## config.mk

```make
export PLATFORM = sky130hd
export DESIGN_NAME = nnis_div
export DESIGN_NICKNAME = d
export VERILOG_FILES = /design/src/rtl/nnis_pkg.sv /design/src/rtl/nnis_div.sv
export SDC_FILE = /design/constraint.sdc
export NUM_CORES = 1
export LEC_CHECK = 0
export ABC_CLOCK_PERIOD_IN_PS = 2760
export BUFFER_PORTS_ARGS = -buffer_cell sky130_fd_sc_hd__buf_4
export CORE_MARGIN = 2
export CORE_UTILIZATION = 54
export CTS_CLUSTER_SIZE = 40
export DETAILED_ROUTE_END_ITERATION = 10
export GPL_TIMING_DRIVEN = 0
export PLACE_DENSITY_LB_ADDON = 0.12
export SYNTH_ARGS = -nofsm -noshare
export SYNTH_HDL_FRONTEND = slang
export SYNTH_SLANG_ARGS = --single-unit
```

## constraint.sdc

```tcl
create_clock -name clk -period 2.76 [get_ports clk]
set_input_delay 0 -clock clk [delete_from_list [all_inputs] [get_ports clk]]
set_output_delay 0 -clock clk [all_outputs]
set_load 0.01 [all_outputs]
```

## src/rtl/nnis_pkg.sv

```systemverilog
`default_nettype none

package nnis_pkg;

	// Sizes settled by the item and register fields.
	localparam int COORD_BITS = 8;
	localparam int REG_BITS   = 9;
	localparam int PIX_BITS   = 32;
	localparam int PROD_BITS  = COORD_BITS + REG_BITS;
	localparam int STEP_BITS  = $clog2(REG_BITS);
	localparam int IDX_BITS   = 2;

	// Store geometry defaults.
	localparam int DEF_MAX_WIDTH  = 256;
	localparam int DEF_MAX_HEIGHT = 256;
	localparam int DEF_PIXEL_BITS = 32;

	// Configuration register indexes.
	localparam logic [IDX_BITS-1:0] REG_SRC_WIDTH  = 2'd0;
	localparam logic [IDX_BITS-1:0] REG_SRC_HEIGHT = 2'd1;
	localparam logic [IDX_BITS-1:0] REG_DST_WIDTH  = 2'd2;
	localparam logic [IDX_BITS-1:0] REG_DST_HEIGHT = 2'd3;

	localparam logic [REG_BITS-1:0] REG_RESET_SIZE = 9'd64;

	// Item function codes.
	localparam logic FUNC_LOAD  = 1'b0;
	localparam logic FUNC_FETCH = 1'b1;

	typedef struct packed {
		logic                  func;
		logic [COORD_BITS-1:0] x_coord;
		logic [COORD_BITS-1:0] y_coord;
		logic [PIX_BITS-1:0]   pixel_in;
	} in_item_t;

	typedef struct packed {
		logic [PIX_BITS-1:0] pixel_out;
		logic                out_of_range;
	} out_item_t;

endpackage

`default_nettype wire

```

## src/rtl/nnis_div.sv

```systemverilog
`default_nettype none

module nnis_div
	import nnis_pkg::*;
(
	input  wire logic                 clk,
	input  wire logic                 arst_n,
	input  wire logic                 start,
	input  wire logic [PROD_BITS-1:0] num,
	input  wire logic [REG_BITS-1:0]  den,
	output logic                      done,
	output logic      [REG_BITS-1:0]  quot
);

	logic [REG_BITS-1:0]  rem_q;
	logic [REG_BITS-1:0]  num_q;
	logic [REG_BITS-1:0]  den_q;
	logic [STEP_BITS-1:0] cnt_q;
	logic                 busy_q;
	logic                 done_q;
	logic [REG_BITS+1:0]  diff;
	logic                 borrow;

	// The caller guarantees a quotient below 2**REG_BITS, so the high part of the
	// numerator is already smaller than the divisor and only REG_BITS steps remain.
	assign diff   = {1'b0, rem_q, num_q[REG_BITS-1]} - {2'b00, den_q};
	assign borrow = diff[REG_BITS+1];

	always_ff @(posedge clk or negedge arst_n) begin
		if (!arst_n) begin
			busy_q <= 1'b0;
			done_q <= 1'b0;
			cnt_q  <= '0;
		end else begin
			done_q <= 1'b0;
			if (start) begin
				busy_q <= 1'b1;
				cnt_q  <= '0;
			end else if (busy_q) begin
				cnt_q <= cnt_q + 1'b1;
				if (cnt_q == STEP_BITS'(REG_BITS - 1)) begin
					busy_q <= 1'b0;
					done_q <= 1'b1;
				end
			end
		end
	end

	always_ff @(posedge clk) begin
		if (start) begin
			rem_q <= REG_BITS'(num[PROD_BITS-1:REG_BITS]);
			num_q <= num[REG_BITS-1:0];
			den_q <= den;
		end else if (busy_q) begin
			if (!borrow) begin
				rem_q <= diff[REG_BITS-1:0];
			end else begin
				rem_q <= {rem_q[REG_BITS-2:0], num_q[REG_BITS-1]};
			end
			num_q <= {num_q[REG_BITS-2:0], ~borrow};
		end
	end

	assign done = done_q;
	assign quot = num_q;

endmodule

`default_nettype wire

```

==> results.md, run 1 <==
Outcome:
- The flow ran to the end, and the final reports show no timing, DRC or antenna violations.

GRT:
- Entering global routing, the biggest net connects 18 pins.
- The global route total overflow is 0.
- The first global-routing pass estimated 6.45 mm of wire.
- The number of antenna violations at the first check in global routing was 0.
- The via count of the first global-routing pass came to 1449.
- Global routing used 24.5% of the available tracks.

Clocking:
- The clock tree synthesis step divided the H-tree into 2 levels.
- The number of buffers created by CTS is 5.
- Clock-pin slew was measured on the worst setup and hold paths at 0.10 ns.
- The clock net in this run drives a total of 33 sinks.
- The later-pin clock latency in the skew report is 0.33 ns.
- The buffer levels on the longest clock path is 2.
- The cell sitting at the root of the clock tree is a sky130_fd_sc_hd__clkbuf_4.
- The CTS tree is built.

Setup path:
- The slowest cell on the critical path is sky130_fd_sc_hd__fa_1.
- The maximum net fanout on the critical path is 10.
- Walking the worst path, the cells encountered are inv_1, ha_1, fa_1, nand2b_4, a211oi_2, o2111ai_2, and2_1, buf_6, a2111oi_2, o31ai_1.
- The count of cells along the worst register-to-register path is 10.
- The startpoint kind of the worst setup timing path is a flip-flop.
- The slack of the worst reg-to-reg path is 0.10 ns.
- At the worst endpoint, the required time is 2.83 ns.
- For this run, the slowest stage of the critical path takes 0.42 ns.
- The setup path with the least slack is of type reg -> reg.
- STA classifies the critical path endpoint as a flip-flop.
- The startpoint of the lowest-slack register-to-register path is quot[8].
- In this run the critical register-to-register path is captured at rem_q[7].
- At the worst endpoint, the arrival time is 2.72 ns.

Timing:
- Of the available clock period, the critical path in the final layout requires 96.2%.
- Adding up every negative setup slack in the final design gives 0 ns.
- At the pin with the least slew margin, the transition time is 0.700 ns.
- The number of max-slew violations in the final report came to 0.
- The post-route clock skew is 0.0103 ns.
- Setup violations remaining at the end of the flow were counted as 0.
- The maximum frequency from static timing analysis is 377 MHz.
- The final worst hold slack is 0.00544 ns.
- The final hold violation count is 0.
- Subtracting the final worst setup slack from the clock period gives 2.66 ns.
- The worst-case headroom to the max-slew limit is 53.3%.

Floorplanning:
- During I/O placement, the number of pins put on the boundary was 39.
- The chip width is 61.7 µm.
- The die is 61.7 µm tall.
- The core footprint is 0.00310 mm².
- Once the floorplan was initialized, standard cells occupied 57.9% of the core.
- The row count is 20.
- The die area is 0.00380 mm².

Layout:
- From synthesis to final layout, the design area changed by 38.6%.
- In the final layout, the multi-input gates occupy 777 µm².
- Counting the fill cells in the layout gives 210.
- After the last flow step, the layout net total stands at 268.
- The proportion of layout cells with a drive suffix above 1 is 26.3%.
- The post-layout utilization of the core is 80.2%.
- Registers take 951 µm².
- The finished cells cover 0.00249 mm².
- The antenna diode count is 0.

Route:
- The total detailed-routing wirelength is 4.00 mm.
- The detailed router finished its first iteration with 117 violations.
- The detail-routed net length per standard cell is 14.7 µm.
- The pre-antenna-repair detailed-routing pass consisted of 4 iterations.
- The count of vias placed by the detailed router is 1404.
- The per-cell via count in the routed design is 5.16.
- The number of design rule violations left after detail routing is 0.
- The residual antenna-violating net count after detailed routing is 0.

Synthesis:
- Summing the areas of all and, or, nand and nor instances in the mapped netlist gives 10.2% of the synthesized area.
- The post-synthesis xor/xnor area fraction is 3.90%.
- The number of synthesized flops with an enable pin is 26.
- The sequential share of the synthesized area is 52.9%.
- The share of flip-flops with an asynchronous set or reset after synthesis is 18.2%.
- Synthesis produced a netlist with a net count of 195.
- The mean cell area of the mapped netlist is 11.7 µm².
- Ranked by total cell area, the synthesized netlist is headed by sky130_fd_sc_hd__edfxtp_1 (43%), sky130_fd_sc_hd__dfrtp_1 (8.4%), sky130_fd_sc_hd__ha_1 (7.7%).
- The synthesized design spends more area on one cell type than any other, namely sky130_fd_sc_hd__edfxtp_1.
- The main flop type after synthesis is sky130_fd_sc_hd__edfxtp_1.
- The number of distinct standard cells referenced by the synthesized netlist is 36.
- The share of synthesized area spent on multiplexers is 8.57%.
- The combinational family with the most area after synthesis is compound AO/OA/AOI/OAI gates.
- The netlist area before placement is 0.00180 mm².
- The synthesized netlist devotes 8.77% of its cell area to adder and majority cells.
- The synthesized design contains 33 register bits.
- In the synthesized netlist, the cells that appear most often are sky130_fd_sc_hd__edfxtp_1 (26), sky130_fd_sc_hd__inv_1 (15), sky130_fd_sc_hd__a21oi_1 (12), sky130_fd_sc_hd__nor2_1 (12).
- In this run the biggest area consumer among cell types represents 43.5% of the synthesized area.
- Summing the areas of all compound-gate instances in the mapped netlist gives 11.0% of the synthesized area.
- The dominant cell by count in the synthesized netlist is sky130_fd_sc_hd__edfxtp_1.
- The number of warnings issued by yosys is 0.
- The gate count after technology mapping is 154.

Hold path:
- The worst hold path begins at num[12].
- The class of the worst hold path is in -> reg.
- The endpoint of the worst hold path is rem_q[3].
- The depth of the worst hold-timing path is 3.

Placed design:
- Detailed placement finished with a half-perimeter wire length of 2.71 mm.
- The total cell area at the placement stage is 0.00214 mm².
- The final weighted congestion in routability-driven placement is 0.888.
- The count of port buffers added during placement is 38.

Run:
- The count of max-cap constraint violations is 0.

Power and ir drop:
- The worst IR drop on VDD is 0.000486 V.
- The switching share of power is 35.7%.
- Of the total power, registers draw 39.2%.
- The clock network is responsible for 15.4% of the overall power.
- The static power due to leakage is 1.10 nW.
- The analysis attributes to net switching a power of 0.000661 W.
- In this run, the combinational gates consume 45.3% of the power.
- Cell internal power was estimated by the tool at 0.00119 W.
- Dividing total power by cell area gives a power density of 743 mW/mm².
[per-layer routing]
layer / track usage [%] / vias to the layer above / wire (µm)
met5: 0 / - / 0
met4: 10.9 / 0 / 13
met3: 5.46 / 2 / 198
met2: 43.3 / 42 / 2250
met1: 28.2 / 667 / 1540
li1: - / 693 / -
[power by group through the flow]
stage / registers, W / clock network (W) / logic [W]
4_1_cts: 0.000722 / 0.000294 / 0.000805
3_3_place_gp: 0.000724 / 0 / 0.000743
3_5_place_dp: 0.000732 / 0 / 0.000768
6_report: 0.000725 / 0.000286 / 0.000838
2_1_floorplan: 0.000726 / 0 / 0.000569
5_1_grt: 0.000735 / 0.000316 / 0.000928
[layout make-up]
class	instances	share of cell area, %
Buffer	5	1.06
Clock buffer	8	2.36
Inverter	15	2.26
Multi-Input combinational cell	101	31.2
Sequential cell	33	38.2
Tap cell	44	2.21
Timing Repair Buffer	66	22.7
[worst max-delay path, delay by kind of cell (launching register included)]
kind | cells | cell delay (ns)
AOI/OAI and AO/OA | 4 | 0.79
adders and majority gates | 2 | 0.65
buffers and inverters | 2 | 0.21
DFF | 1 | 0.38
and+or+nand+nor | 2 | 0.37
[placed cells by master, fill, tap and decap left out, types with 3 or more instances in the layout]
cell type	count
sky130_fd_sc_hd__clkbuf_1	5
sky130_fd_sc_hd__xor2_1	6
sky130_fd_sc_hd__inv_1	15
sky130_fd_sc_hd__mux2_2	11
sky130_fd_sc_hd__edfxtp_1	26
sky130_fd_sc_hd__a21o_1	4
sky130_fd_sc_hd__buf_4	38
sky130_fd_sc_hd__mux2i_1	3
sky130_fd_sc_hd__ha_1	11
sky130_fd_sc_hd__nor2b_1	5
sky130_fd_sc_hd__dlygate4sd3_1	28
sky130_fd_sc_hd__dfrtp_1	6
sky130_fd_sc_hd__clkbuf_4	5
sky130_fd_sc_hd__a21oi_1	12
sky130_fd_sc_hd__nor2_1	12
sky130_fd_sc_hd__nand2_1	11
[worst max path at each step]
stage	startpoint	endpoint	cells past startpoint
floorplan	quot[8]	rem_q[1]	10
global placement	quot[8]	rem_q[7]	10
detailed placement	quot[8]	rem_q[7]	10
CTS	quot[8]	rem_q[7]	10
global route	quot[8]	rem_q[7]	10
finish	quot[8]	rem_q[7]	10
[cell families (layout without fill, tap and decap cells)]
kind of cell,Yosys count,after routing
DFF,33,33
xor gates and xnor gates,8,8
buffers and inverters,20,94
and+or+nand+nor,38,38
adders and majority gates,12,12
muxes,14,14
AOI/OAI and AO/OA,29,29
[stage by stage]
stage               setup slack, ns  total power [W]  std cells
finish                        0.104          0.00185        272
CTS                           0.138          0.00182        272
detailed placement            0.158          0.00150        236
global route                -0.0274          0.00198        272
floorplan                     0.305          0.00129        154
global placement              0.237          0.00147        236
[state kept, by name, summed over array words and instances (netlist names)]
| register | count |
|---|---|
| done | 1 |
| den_q | 9 |
| quot | 9 |
| busy_q | 1 |
| rem_q | 9 |
| cnt_q | 4 |
[timing repair]
item,4_1_cts,5_1_grt
hold buffers,28,0
endpoints found under the hold margin,37,0
buffers inserted,0,0
resized for setup,0,2
endpoints found under the setup margin,0,1
No activity file was read; power rests on OpenSTA's default activity.
==> run 2: changes to the inputs <==
==> constraint.sdc (replaced) <==
create_clock -name clk -period 2.76 [get_ports clk]
set_input_delay 0.138 -clock clk [delete_from_list [all_inputs] [get_ports clk]]
set_output_delay 0.138 -clock clk [all_outputs]
set_load 0.01 [all_outputs]
==> run 2 against run 1 <==
- utilization decreased by 5.8 points
- via count decreased by 5.5%
- routed wire length fell by 7.4%
- first-iteration DRC count is 15% lower
- die area did not move
- clock power hardly changed
- sequential share of layout area is 3.0 points higher
- power shrank 1.4%
- combinational power down 2.9%
- worst hold slack improved by 0.097 ns
==> results.md, run 2 (synthesis results as in run 1) <==
Setup path:
- The endpoint class of the critical path is a flip-flop.
- The slowest stage of the critical path is the sky130_fd_sc_hd__fa_1 cell.
- STA classifies the critical path startpoint as a flip-flop.
- The slack of the worst reg-to-reg path is 0.14 ns.
- The critical path start-end classification is reg -> reg.
- The critical path contains buffers and inverters numbering 2 combined.
- Grouping stages by cell kind, the critical path spends the most delay in compound AO/OA/AOI/OAI gates.
- The signal on the critical path passes through inv_1, ha_1, fa_1, nand2b_4, a211oi_2, o2111ai_2, and2_1, buf_6, a2111oi_2, o31ai_1.
- The delay of the slowest critical-path stage is 0.40 ns.
- The critical path arrival is 2.69 ns.
- The maximum net fanout on the critical path is 10.
- At the worst endpoint, the required time is 2.83 ns.

Floorplanning:
- Row generation in the floorplan step produced 20 rows.
- The y dimension of the die is 61.7 µm.
- The core region is 0.00310 mm².
- 39 I/O pins were placed.
- The chip width is 61.7 µm.
- The starting density of the core is 57.9%.
- The floorplan step defined a die boundary enclosing 0.00380 mm².

GRT:
- The via count of the first global-routing pass is 1354.
- The global route total overflow is 0.
- In the global route stage, met2 resource usage came out at 39.7%.
- The global-route track usage on met1 is 26.5%.
- The number of antenna violations at the first check in global routing is 0.
- The pin count of the biggest net entering global routing is 18.
- The met3 layer usage reported by global route is 7.35%.
- The global routing stage identified its most utilized layer as met2.
- The first global-routing pass estimated 6.02 mm of wire.
- In the global route stage, overall resource usage came out at 22.9%.

Run:
- The count of max-cap constraint violations is 0.

Timing:
- The clock period could shrink to 2.62 ns.
- In this run the tightest slew margin relative to its limit is 52.6%.
- Setup repair after global routing left no endpoint under its margin.
- The share of the clock period used by the worst path after layout is 94.9%.
- The clock arrives with 0.0102 ns of skew.
- The maximum frequency from static timing analysis is 382 MHz.
- The transition time at the pin with the least slew margin is 0.711 ns.
- The number of max-slew violations in the final report is 0.
- For the final routed database, the setup TNS stands at 0 ns.
- The final hold violation count is 0.
- The number of setup violations in the final report is 0.

Layout:
- The top cell types in the final layout, fill and taps aside, are sky130_fd_sc_hd__buf_4 (38), sky130_fd_sc_hd__edfxtp_1 (26), sky130_fd_sc_hd__inv_1 (15).
- The synthesis-to-layout area growth is 28.6%.
- The post-layout utilization of the core is 74.4%.
- The most frequent standard cell in the layout excluding fill and tap cells is sky130_fd_sc_hd__buf_4.
- The count of cells in the finished layout, fillers not included, comes to 254.
- The proportion of layout cells with a drive suffix above 1 is 28.6%.
- The number of antenna diodes in the final layout is 0.
- The net count of the finished layout is 250.

Outcome:
- The run finished with clean final reports.

Placed design:
- After detailed placement, the design holds a cell count of 236.
- Detailed placement finished with a half-perimeter wire length of 2.71 mm.
- Buffers placed on the I/O ports in this run total 38.
- Routability-driven placement finished with a final weighted congestion of 0.888.

Route:
- The count of vias placed by the detailed router is 1327.
- The number of DRC markers after the initial detailed-route iteration is 100.
- The length of the first detailed-routing pass in iterations is 4.
- The per-cell via count in the routed design is 5.22.
- The detail-routed net length per standard cell is 14.6 µm.
- The number of design rule violations left after detail routing is 0.
- The total detailed-routing wirelength is 3.71 mm.
- The count of nets left with antenna violations once routing finished came out at 0.

Clocking:
- The clock passes through at most 2 buffers.
- The CTS sink count is 33.
- The H-tree depth reported by CTS is 2.
- Clock-pin slew was measured on the worst setup and hold paths at 0.10 ns.
- The later pin in the worst-skew pair is clocked with a latency of 0.34 ns.
- The root buffer cell chosen for the clock tree is sky130_fd_sc_hd__clkbuf_4.
- The CTS tree is built.
- Buffers inserted during clock tree synthesis total 5.
- The number of buffers added for setup after CTS is 0.

Hold path:
- The path class of the tightest hold or removal check is in -> reg.

Power and ir drop:
- The static power due to leakage is 1.02 nW.
- The worst-case IR drop observed on VDD is 0.000482 V.
- Dividing total power by cell area gives a power density of 789 mW/mm².
- The post-layout total power is 0.00182 W.
[run 2: through the flow]
step                hold slack, ns  cell area (µm²)  worst slack, ns
CTS                         0.0904             2300            0.138
global placement           -0.0529             2140            0.237
finish                       0.102             2310            0.141
global route                0.0823             2310          0.00159
floorplan                   -0.158             1800            0.305
detailed placement         -0.0516             2140            0.158
[run 2: power by group]
part	switching (W)	total, W	leakage (nW)	internal (W)
Sequential	0.0000600	0.000723	0.352	0.000663
Clock	0.000160	0.000286	0.0326	0.000126
Combinational	0.000432	0.000814	0.638	0.000382
Total	0.000653	0.00182	1.02	0.00117
[run 2: layout make-up]
cell class              count  area, µm²
inverters                  15       56.3
repair buffers             48        385
flip-flops and latches     33        951
well taps                  44       55.1
multi-input cells         101        777
clock buffers               8       58.8
fillers                   246        793
plain buffers               5       26.3
[run 2: final timing paths]
path                          start        to  cells after the start
setup / recovery            quot[8]  rem_q[7]                     10
hold / removal               num[9]  rem_q[0]                      2
setup reg to reg            quot[8]  rem_q[7]                     10
hold reg to reg            rem_q[8]  rem_q[8]                      2
max in group asynchronous    arst_n    busy_q                      2
min in group asynchronous    arst_n  cnt_q[3]                      2
[run 2: per-layer routing]
layer	part of all wire (%)	vias up	wire, µm
met5	0	-	0
met4	0.84	0	31
met3	4.3	4	161
met2	54	35	2010
met1	41	632	1510
li1	-	656	-
[run 2: timing repair]
item	4_1_cts	5_1_grt
endpoints found under the setup margin	0	2
endpoints found under the hold margin	15	0
gates resized for setup	0	2
hold buffers	10	0
==> run 3: changes to the inputs <==
- ABC_AREA: unset -> 1
- CORE_UTILIZATION: 54 -> 55
==> run 3 against run 2 <==
- power increased by 8.3%
- final cell count increased by 35%
- fmax increased by 23%
- sequential share of layout area decreased by 3.2 points
- setup slack improved by 0.48 ns
- area after synthesis increased by 11%
- register-to-register slack improved by 0.48 ns
- sequential cell count unchanged
- die area increased by 8.4%
==> results.md, run 3 <==
Floorplanning:
- The die is 64.2 µm tall.
- During I/O placement, the number of pins put on the boundary was 39.
- The initialized floorplan defines 21 standard-cell rows.
- The die covers 0.00412 mm².
- The floorplan step set the die width to 64.2 µm.
- The starting density of the core is 58.4%.
- The core region is 0.00342 mm².

Route:
- The length of the first detailed-routing pass in iterations is 4.
- The number of DRC markers after the initial detailed-route iteration is 89.
- The per-cell via count in the routed design is 4.90.
- The residual antenna-violating net count after detailed routing is 0.
- The number of design rule violations left after detail routing is 0.
- For this block, the routed nets add up to 3.96 mm of wire.
- After detailed routing, the average wire length per cell comes to 11.6 µm.
- The routed layout has 1676 vias.

Placed design:
- Detailed placement finished with a half-perimeter wire length of 2.95 mm.
- The cell total after placement is 324.
- The count of port buffers added during placement is 38.
- The final weighted congestion in routability-driven placement is 0.888.
- OpenSTA, run right after detailed placement, puts the worst setup slack at 0.654 ns.

Synthesis:
- The most common cell in the synthesized netlist is sky130_fd_sc_hd__nand2_1.
- Counting instances in the post-synthesis netlist gives the leading cell types as sky130_fd_sc_hd__nand2_1 (91), sky130_fd_sc_hd__inv_1 (39), sky130_fd_sc_hd__edfxtp_1 (26).
- In this run, synthesis inferred 26 flip-flops with an integrated enable.
- The sequential share of the synthesized area is 47.7%.
- For this run, the leading register cell type out of synthesis is sky130_fd_sc_hd__edfxtp_1.
- The top-area cell type share of the netlist area is 39.1%.
- By area the synthesized netlist is led by sky130_fd_sc_hd__edfxtp_1 (39%), sky130_fd_sc_hd__nand2_1 (17%), sky130_fd_sc_hd__dfrtp_1 (7.5%).
- The mean cell area of the mapped netlist is 8.31 µm².
- The number of nets in the synthesized netlist is 281.
- Synthesis inferred 33 register bits.
- The gate count after technology mapping is 240.
- Summed over all instances, the cell type with the most area after synthesis is sky130_fd_sc_hd__edfxtp_1.
- Yosys mapped the design onto 28 distinct sky130hd cell types.
- The netlist area before placement is 0.00199 mm².
- During synthesis, Yosys emitted a total of 0 warnings.
- In the synthesized netlist the async set-or-reset flop fraction comes to 18.2%.

Power and ir drop:
- Sequential cells account for 35.9% of the total power.
- The fraction of power consumed by combinational cells is 48.7%.
- The areal power density over the cells is 788 mW/mm².
- Across the VDD grid, the largest voltage drop is 0.000453 V.
- In this run switching power makes up 39.3% of total power.
- The clock group share of total power is 15.4%.
- The internal power consumption is 0.00120 W.
- For this design the total switching power over the nets is 0.000776 W.
- The static power due to leakage is 1.31 nW.

Layout:
- The area growth from synthesis to layout is 25.7%.
- The count of filler cells inserted in the layout is 278.
- The antenna diode count is 0.
- The layout net count is 336.
- The proportion of layout cells with a drive suffix above 1 is 20.6%.
- Leaving out fill and tap cells, the most frequent cells in the layout are sky130_fd_sc_hd__nand2_1 (91), sky130_fd_sc_hd__inv_1 (39), sky130_fd_sc_hd__buf_4 (38).
- For this run, the number of standard cells in the final layout without fillers is 342.
- At the end of the flow the core is filled with cells to 73.4%.
- The most frequent standard cell in the layout excluding fill and tap cells is sky130_fd_sc_hd__nand2_1.

GRT:
- The global route total overflow is 0.
- The first global-routing pass estimated 6.72 mm of wire.
- In the global route stage, overall resource usage came out at 21.6%.
- The pin count of the biggest net entering global routing is 19.
- The via count of the first global-routing pass came to 1559.
- The number of antenna violations at the first check in global routing is 0.

Run:
- Across the run, the number of max-cap violations was 0.

Timing:
- The worst pin sits at a relative slew slack of 56.3%.
- Based on the critical path, the design can be clocked at up to 468 MHz.
- The number of setup violations in the final report is 0.
- The final worst-path setup slack is 0.624 ns.
- The transition time at the pin with the least slew margin is 0.655 ns.
- The routed design could run at a clock period as short as 2.14 ns.
- Setup repair after global routing left no endpoint under its margin.
- Final hold analysis gives a worst-case slack of 0.0734 ns.
- The number of max-slew violations in the final report was 0.
- The final hold violation count is 0.
- The post-route clock skew is 0.00821 ns.
- The summed negative setup slack over all endpoints is 0 ns.
- The share of the clock period used by the worst path after layout is 77.4%.

Setup path:
- Of all nets on the critical path, the largest fanout is 10.
- Data on the critical path is required at its endpoint by 2.85 ns.
- Among all stages on the critical path, the largest delay is contributed by sky130_fd_sc_hd__fa_1.
- Traced cell by cell, the critical path runs through inv_1, ha_1, fa_1, inv_1, nand3_2, nand3_4, buf_12, nand3_1, nand2_1, nand2_1.
- The critical path arrival is 2.23 ns.
- The startpoint kind of the worst setup timing path is a flip-flop.
- The critical path start-end classification is reg -> reg.
- The delay of the slowest critical-path stage is 0.41 ns.
- STA classifies the critical path endpoint as a flip-flop.

Clocking:
- At the later pin of the worst-skew pair, clock insertion delay measures 0.33 ns.
- The number of buffers created by CTS is 5.
- TritonCTS built the clock tree.
- The buffer levels on the longest clock path is 2.
- The CTS clock-pin slew for the worst setup and hold paths is 0.10 ns.
- CTS built an H-tree with a depth of 2.
- CTS placed an instance of sky130_fd_sc_hd__clkbuf_4 at the clock tree root.
- For this design, the sink count on the clock tree is 33.
- Buffers added to address setup during post-CTS repair amount to 0.

Hold path:
- The path class of the tightest hold or removal check is in -> reg.

Outcome:
- The run finished with clean final reports.
run 3: cell types whose count changed in the layout (fill, tap and decap cells not counted), moves of 5 or more:
cell | previous run | this run
sky130_fd_sc_hd__a21oi_1 | 12 | 5
sky130_fd_sc_hd__nor2b_1 | 5 | 0
sky130_fd_sc_hd__nand2_1 | 11 | 91
sky130_fd_sc_hd__nand3_1 | 2 | 13
sky130_fd_sc_hd__inv_1 | 15 | 39
sky130_fd_sc_hd__mux2_2 | 11 | 0
run 3: layout make-up:
class                           count  area (µm²)  share of cell area [%]
Sequential cell                    33         951                    37.9
Multi-Input combinational cell    162         856                    34.1
Timing Repair Buffer               48         385                    15.4
Inverter                           40         150                    5.99
Clock buffer                        7        65.1                    2.59
Buffer                              5        37.5                    1.50
Tap cell                           46        57.6                    2.30
Clock inverter                      1        5.00                   0.200
run 3: logic make-up after synthesis:
| logic type | Yosys count | synth area share (%) |
|---|---|---|
| AOI/OAI and AO/OA | 14 | 4.08 |
| xor gates and xnor gates | 3 | 1.32 |
| adders and majority gates | 12 | 7.90 |
| buffers and inverters | 45 | 9.41 |
| DFF | 33 | 47.7 |
| and+or+nand+nor | 133 | 29.6 |
run 3: per-stage QoR:
| stage | instance area [µm²] | total power (W) |
|---|---|---|
| 4_1_cts | 2510 | 0.00198 |
| 6_report | 2510 | 0.00197 |
| 5_1_grt | 2510 | 0.00216 |
| 3_5_place_dp | 2340 | 0.00166 |
| 3_3_place_gp | 2340 | 0.00165 |
| 2_1_floorplan | 1990 | 0.00144 |
run 3: layer usage:
| metal | track usage [%] | vias up | share of wire (%) |
|---|---|---|---|
| met5 | 0 | - | 0 |
| met4 | 8.78 | 0 | 1.2 |
| met2 | 35.2 | 38 | 48 |
| li1 | - | 872 | - |
| met3 | 4.58 | 4 | 3.8 |
| met1 | 28.0 | 762 | 47 |
run 3: worst paths after layout:
check / startpoint / endpoint / slack (ns) / cells after the start
max: quot[8] / rem_q[7] / 0.62 / 10
min reg2reg: cnt_q[2] / done / 0.47 / 1
min in group asynchronous: arst_n / cnt_q[0] / 0.14 / 2
max reg2reg: quot[8] / rem_q[7] / 0.62 / 10
max in group asynchronous: arst_n / busy_q / 2.51 / 2
min: num[7] / quot[7] / 0.07 / 3
run 3: repair_timing:
action,4_1_cts,5_1_grt
hold buffers,10,0
hold endpoints to repair,15,0
gates resized for setup,0,0
run 3: critical path, delay by kind of cell, from the launching register on:
| family | cells | cell delay [ns] |
|---|---|---|
| simple gates | 5 | 0.56 |
| fa+ha+maj | 2 | 0.64 |
| buf+inv | 3 | 0.32 |
| flops | 1 | 0.39 |
run 3: power by group through the flow:
stage | clock (W) | combinational, W | sequential (W)
2_1_floorplan | 0 | 0.000728 | 0.000711
3_3_place_gp | 0 | 0.000930 | 0.000719
3_5_place_dp | 0 | 0.000943 | 0.000719
4_1_cts | 0.000314 | 0.000958 | 0.000709
5_1_grt | 0.000334 | 0.00111 | 0.000721
6_report | 0.000304 | 0.000962 | 0.000708
